**config.mk**
```make
export PLATFORM = sky130hd
export DESIGN_NAME = vms_div
export DESIGN_NICKNAME = d
export VERILOG_FILES = /design/src/rtl/vms_pkg.sv /design/src/rtl/vms_div.sv
export SDC_FILE = /design/constraint.sdc
export NUM_CORES = 2
export LEC_CHECK = 0
export BUFFER_PORTS_ARGS = -buffer_cell sky130_fd_sc_hd__buf_2
export CAP_MARGIN = 20
export CORE_UTILIZATION = 50
export CTS_CLUSTER_DIAMETER = 100
export CTS_CLUSTER_SIZE = 30
export DETAILED_ROUTE_END_ITERATION = 12
export PLACE_DENSITY = 0.65
export SLEW_MARGIN = 20
export SYNTH_ARGS = -nofsm -noshare
export SYNTH_HDL_FRONTEND = slang
export SYNTH_SLANG_ARGS = --single-unit
```
**constraint.sdc**
```tcl
create_clock -name aclk -period 4.3 [get_ports aclk]
set_input_delay 0.43 -clock aclk [delete_from_list [all_inputs] [get_ports aclk]]
set_output_delay 0.43 -clock aclk [all_outputs]
set_load 0.02 [all_outputs]
```
**src/rtl/vms_pkg.sv**
```systemverilog
// Shared constants and helpers for the von Mises trial pipeline.
`timescale 1ns / 1ps
`default_nettype none
package vms_pkg;

    // Default fractional bits of the angle format
    localparam int ANGLE_FRAC_BITS_DEF = 27;

    // Register indexes (word address bits [3:2])
    localparam logic [1:0] REG_LOCATION      = 2'd0;
    localparam logic [1:0] REG_CONCENTRATION = 2'd1;
    localparam logic [1:0] REG_SCALE         = 2'd2;

    localparam logic [31:0] LOCATION_RST      = 32'd0;
    localparam logic [31:0] CONCENTRATION_RST = 32'd65536;
    localparam logic [31:0] SCALE_RST         = 32'd1240952418;

    localparam logic [31:0] ONE_Q16     = 32'd65536;
    localparam logic [30:0] PI_Q29      = 31'd1686629713;
    localparam logic [31:0] TWO_LN2_Q31 = 32'd2977044472;

    // Versine series coefficients, Q.32
    localparam logic [31:0] VERS_C0 = 32'd2147483648;
    localparam logic [31:0] VERS_C1 = 32'd178956971;
    localparam logic [31:0] VERS_C2 = 32'd5965232;
    localparam logic [31:0] VERS_C3 = 32'd106522;
    localparam logic [31:0] VERS_C4 = 32'd1184;

    // Stage counts of the divider and the log unit
    localparam int DIV_LAT = 32;
    localparam int LOG_LAT = 35;

    // Upper half of a 32x32 product
    function automatic logic [31:0] mul32(input logic [31:0] a, input logic [31:0] b);
        logic [63:0] p;
        p = 64'(a) * 64'(b);
        return p[63:32];
    endfunction

endpackage
`default_nettype wire

```
**src/rtl/vms_div.sv**
```systemverilog
// Pipelined restoring divider, one quotient bit per stage.
`timescale 1ns / 1ps
`default_nettype none
module vms_div
    import vms_pkg::*;
(
    input  wire logic        aclk,
    input  wire logic        en,
    input  wire logic [63:0] dividend,
    input  wire logic [31:0] divisor,
    output logic      [31:0] quot,
    output logic      [31:0] dsor_out
);

    logic [31:0] rem_reg [0:DIV_LAT-1];
    logic [31:0] lo_reg  [0:DIV_LAT-1];
    logic [31:0] q_reg   [0:DIV_LAT-1];
    logic [31:0] d_reg   [0:DIV_LAT-1];

    genvar j;
    generate
        for (j = 0; j < DIV_LAT; j++) begin : g_stage
            logic [31:0] rem_in, lo_in, q_in, d_in;
            logic [32:0] r33, diff;
            logic [31:0] rem_next, lo_next, q_next;

            if (j == 0) begin : g_first
                assign rem_in = dividend[63:32];
                assign lo_in  = dividend[31:0];
                assign q_in   = '0;
                assign d_in   = divisor;
            end else begin : g_rest
                assign rem_in = rem_reg[j-1];
                assign lo_in  = lo_reg[j-1];
                assign q_in   = q_reg[j-1];
                assign d_in   = d_reg[j-1];
            end

            always_comb begin
                r33  = {rem_in, lo_in[31]};
                diff = r33 - {1'b0, d_in};
                if (r33 >= {1'b0, d_in}) begin
                    rem_next = diff[31:0];
                    q_next   = {q_in[30:0], 1'b1};
                end else begin
                    rem_next = r33[31:0];
                    q_next   = {q_in[30:0], 1'b0};
                end
                lo_next = {lo_in[30:0], 1'b0};
            end

            always_ff @(posedge aclk) begin
                if (en) begin
                    rem_reg[j] <= rem_next;
                    lo_reg[j]  <= lo_next;
                    q_reg[j]   <= q_next;
                    d_reg[j]   <= d_in;
                end
            end
        end
    endgenerate

    assign quot     = q_reg[DIV_LAT-1];
    assign dsor_out = d_reg[DIV_LAT-1];

endmodule
`default_nettype wire

```
==> results_dict.tcl <==
set metrics [dict create \
    initial_core_util 0.504 \
    worstSetupPathType "flip-flop to flip-flop" \
    clkLatencyLatePin_ns 0.89 \
    die_area_um2 318000 \
    first_pass_iters 6 \
    syn-num-nets 14108 \
    clk_pin_slew_ns 0.11 \
    syn_to_final_growth_pct 7.86 \
    cpPeakStageDelay_ns 0.63 \
    die_y_um 564 \
    finalSetupTns_ns 0 \
    ir_worst_vdd_v 0.000339 \
    fin_skew_ns 0.0515 \
    synth_warnings 0 \
    worstMarginPinSlew_ns 0.998 \
    internal-power_mw 76.0 \
    ctsHtreeMaxLevel 4 \
    fmax_mhz 245 \
    vias_per_cell 5.72 \
    avgSynthCellArea_um2 12.2 \
    path_cells "ha_1 > fa_1 > nor2b_1 > o31a_1 > o31a_1 > o21ai_0 > a2111oi_1 > buf_4 > o21ai_0 > a31oi_1 > nor4_1 > a311o_1 > mux2_2" \
    ys_types 100 \
    p_leak_nw 68.0 \
    seqPwrFrac 0.385 \
    place_ws_ns 0.179 \
    netlist_instances 12955 \
    grt_pass1_vias 97308 \
    cts_num_sinks 3040 \
    cts_buffers 145 \
    drive_gt1_frac 0.0911 \
    instances_no_fill 17426 \
    switching_power_mw 47.5 \
    pin_count 162 \
    drc 0 \
    p_per_area_nw_per_um2 726 \
    hp-class "input pin to flip-flop" \
    crit_path_max_fanout 3 \
    cp_num_buf_inv 1 \
    cap_viol_max_count 0 \
    portBuffers 161 \
    synth-seq-area-share 0.579 \
    root_buffer "clkbuf_16" \
    nNetsFinal 14353 \
    coreArea_um2 313000 \
    largest_register_ffs 1024 \
    synthArstFlopShare 0 \
    antenna_left 0 \
    antenna_found_initial 11 \
    cp.arrival_ns 4.73 \
    synth_area_um2 158000 \
    status "finished clean" \
    fp.dieW_um 564 \
    grt_first_pass_wirelength_mm 572 \
    synth_flop_cell "edfxtp_1" \
    start_kind "flip-flop" \
    cp_top_family "compound AO/OA/AOI/OAI gates" \
    clkPwrFrac 0.137 \
    track_usage 0.231 \
    dp.final_hpwl_mm 284 \
    setup_violations 0 \
    place_inst 17098 \
    crit_path_top_delay_cell "a2111oi_1" \
    synth_seq_cells 3040 \
    postCtsSetupBuffers 0 \
    finish.instance_area_um2 170000 \
    rsz0062_at_grt "no" \
    clockBufferDepth 4 \
    max_slew_margin 0.326 \
    end_kind "flip-flop" \
    slew_violations 0 \
    avgRoutedWirePerCell_um 21.5 \
    p_sw_frac 0.384 \
    grt_overflow 0 \
    synth-edff-count 3040 \
    first_iter_violations 7864 \
    vias 99632 \
    wirelength_mm 374 \
    grt_max_degree 143 \
    critPathRequiredTime_ns 4.94 \
    gp_congestion 0.907 \
    period_share 0.950 \
    min_period_ns 4.09 \
    placed_cell_area_um2 164000 \
    tritoncts "yes" \
    timing.final.ws_setup_ns 0.214 \
    hold_viol 0 \
    pwr-share-comb 0.478 \
    rows 205 \
]
layout by cell type (no fill, tap or decap), types with 102 or more instances in the layout:
cell       netlist  routed
xnor2_1        509     509
a21o_1         568     568
clkbuf_16        0     150
buf_2           57     160
a31oi_1        103     102
o21a_1         150     150
nor2b_1        153     153
nand2_1        752     750
mux2_2         541     541
o21bai_1       142     142
xor2_1         311     311
ha_1          1024    1024
nor3_1         127     127
a21oi_1       1041    1039
nand3_1        180     180
o21ai_0        670     669
buf_4           38     121
inv_1         1269    1269
edfxtp_1      3040    3040
nand4_1        182     182
nor2_1         726     725
nand2b_1       130     130
cells by family (layout without fill, tap and decap cells):
| kind of cell | after synthesis | in the layout | synth area share |
|---|---|---|---|
| AOI/OAI and AO/OA | 3246 | 3246 | 0.130 |
| buffers and inverters | 1602 | 1927 | 0.0397 |
| xor gates and xnor gates | 820 | 820 | 0.0455 |
| DFF | 3040 | 3040 | 0.579 |
| muxes | 601 | 601 | 0.0424 |
| and+or+nand+nor | 2591 | 2591 | 0.0782 |
| adders and majority gates | 1055 | 1055 | 0.0852 |
| other | 0 | 6 | 0 |
cells in the mapped netlist (60+ instances only):
cell      instances  share of area
nor2_1          726          0.017
inv_1          1269          0.030
nor3_1          127         0.0040
ha_1           1024          0.081
a21oi_1        1041          0.033
nand3_1         180         0.0057
nand2_1         752          0.018
a31oi_1         103         0.0041
o21a_1          150         0.0071
and3_1           97         0.0038
a21o_1          568          0.027
xor2_1          311          0.017
nand2b_1        130         0.0052
nand4_1         182         0.0072
xnor2_1         509          0.028
mux2i_1          60         0.0038
nor2b_1         153         0.0061
o21ai_0         670          0.021
a211oi_1         70         0.0033
o21bai_1        142         0.0068
edfxtp_1       3040           0.58
clkbuf_1        213         0.0051
mux2_2          541          0.039
final cells by class:
class | count | area, µm²
tap | 4140 | 5180
multi-input combinational | 8313 | 60400
sequential | 3040 | 91300
clock buffer | 151 | 3760
inverter | 1272 | 4770
fill | 26338 | 143000
timing repair buffer | 428 | 3700
clock inverter | 76 | 1040
antenna | 6 | 15.0
per-layer routing:
metal	wire length (µm)	global-route usage	vias to the layer above
met5	13	0	-
met4	9090	0.0541	2
met3	14700	0.0217	457
met2	187000	0.410	2222
met1	163000	0.307	48803
li1	-	-	48148
path summary, 6_finish.rpt:
kind | startpoint | to | slack, ns | cells past startpoint
max | d_reg[1][416] | rem_reg[1][478] | 0.21 | 13
min | en | q_reg[1][232] | 0.09 | 1
max reg2reg | d_reg[1][416] | rem_reg[1][478] | 0.21 | 13
min reg2reg | q_reg[1][338] | q_reg[1][371] | 0.41 | 0
per-stage QoR:
step | util | total power, mW | hold slack [ns]
finish | 0.544 | 124 | 0.0904
global route | 0.544 | 132 | 0.0754
CTS | 0.544 | 124 | 0.0542
detailed placement | 0.525 | 107 | 0.405
global placement | 0.525 | 106 | 0.400
floorplan | - | 89.6 | 0.400
power groups by stage:
stage,clock network (mW),registers (mW),logic [mW]
finish,17.0,47.5,59.1
global route,18.5,48.1,65.2
CTS,17.7,47.7,58.8
detailed placement,0,48.3,58.3
global placement,0,48.4,57.5
floorplan,0,45.2,44.4
timing repair:
item / CTS / global route
endpoints found under the hold margin: 95 / 0
endpoints found under the setup margin: 0 / 24
gates resized for setup: 0 / 3
hold buffers: 95 / 0
No activity file was read; power rests on OpenSTA's default activity.
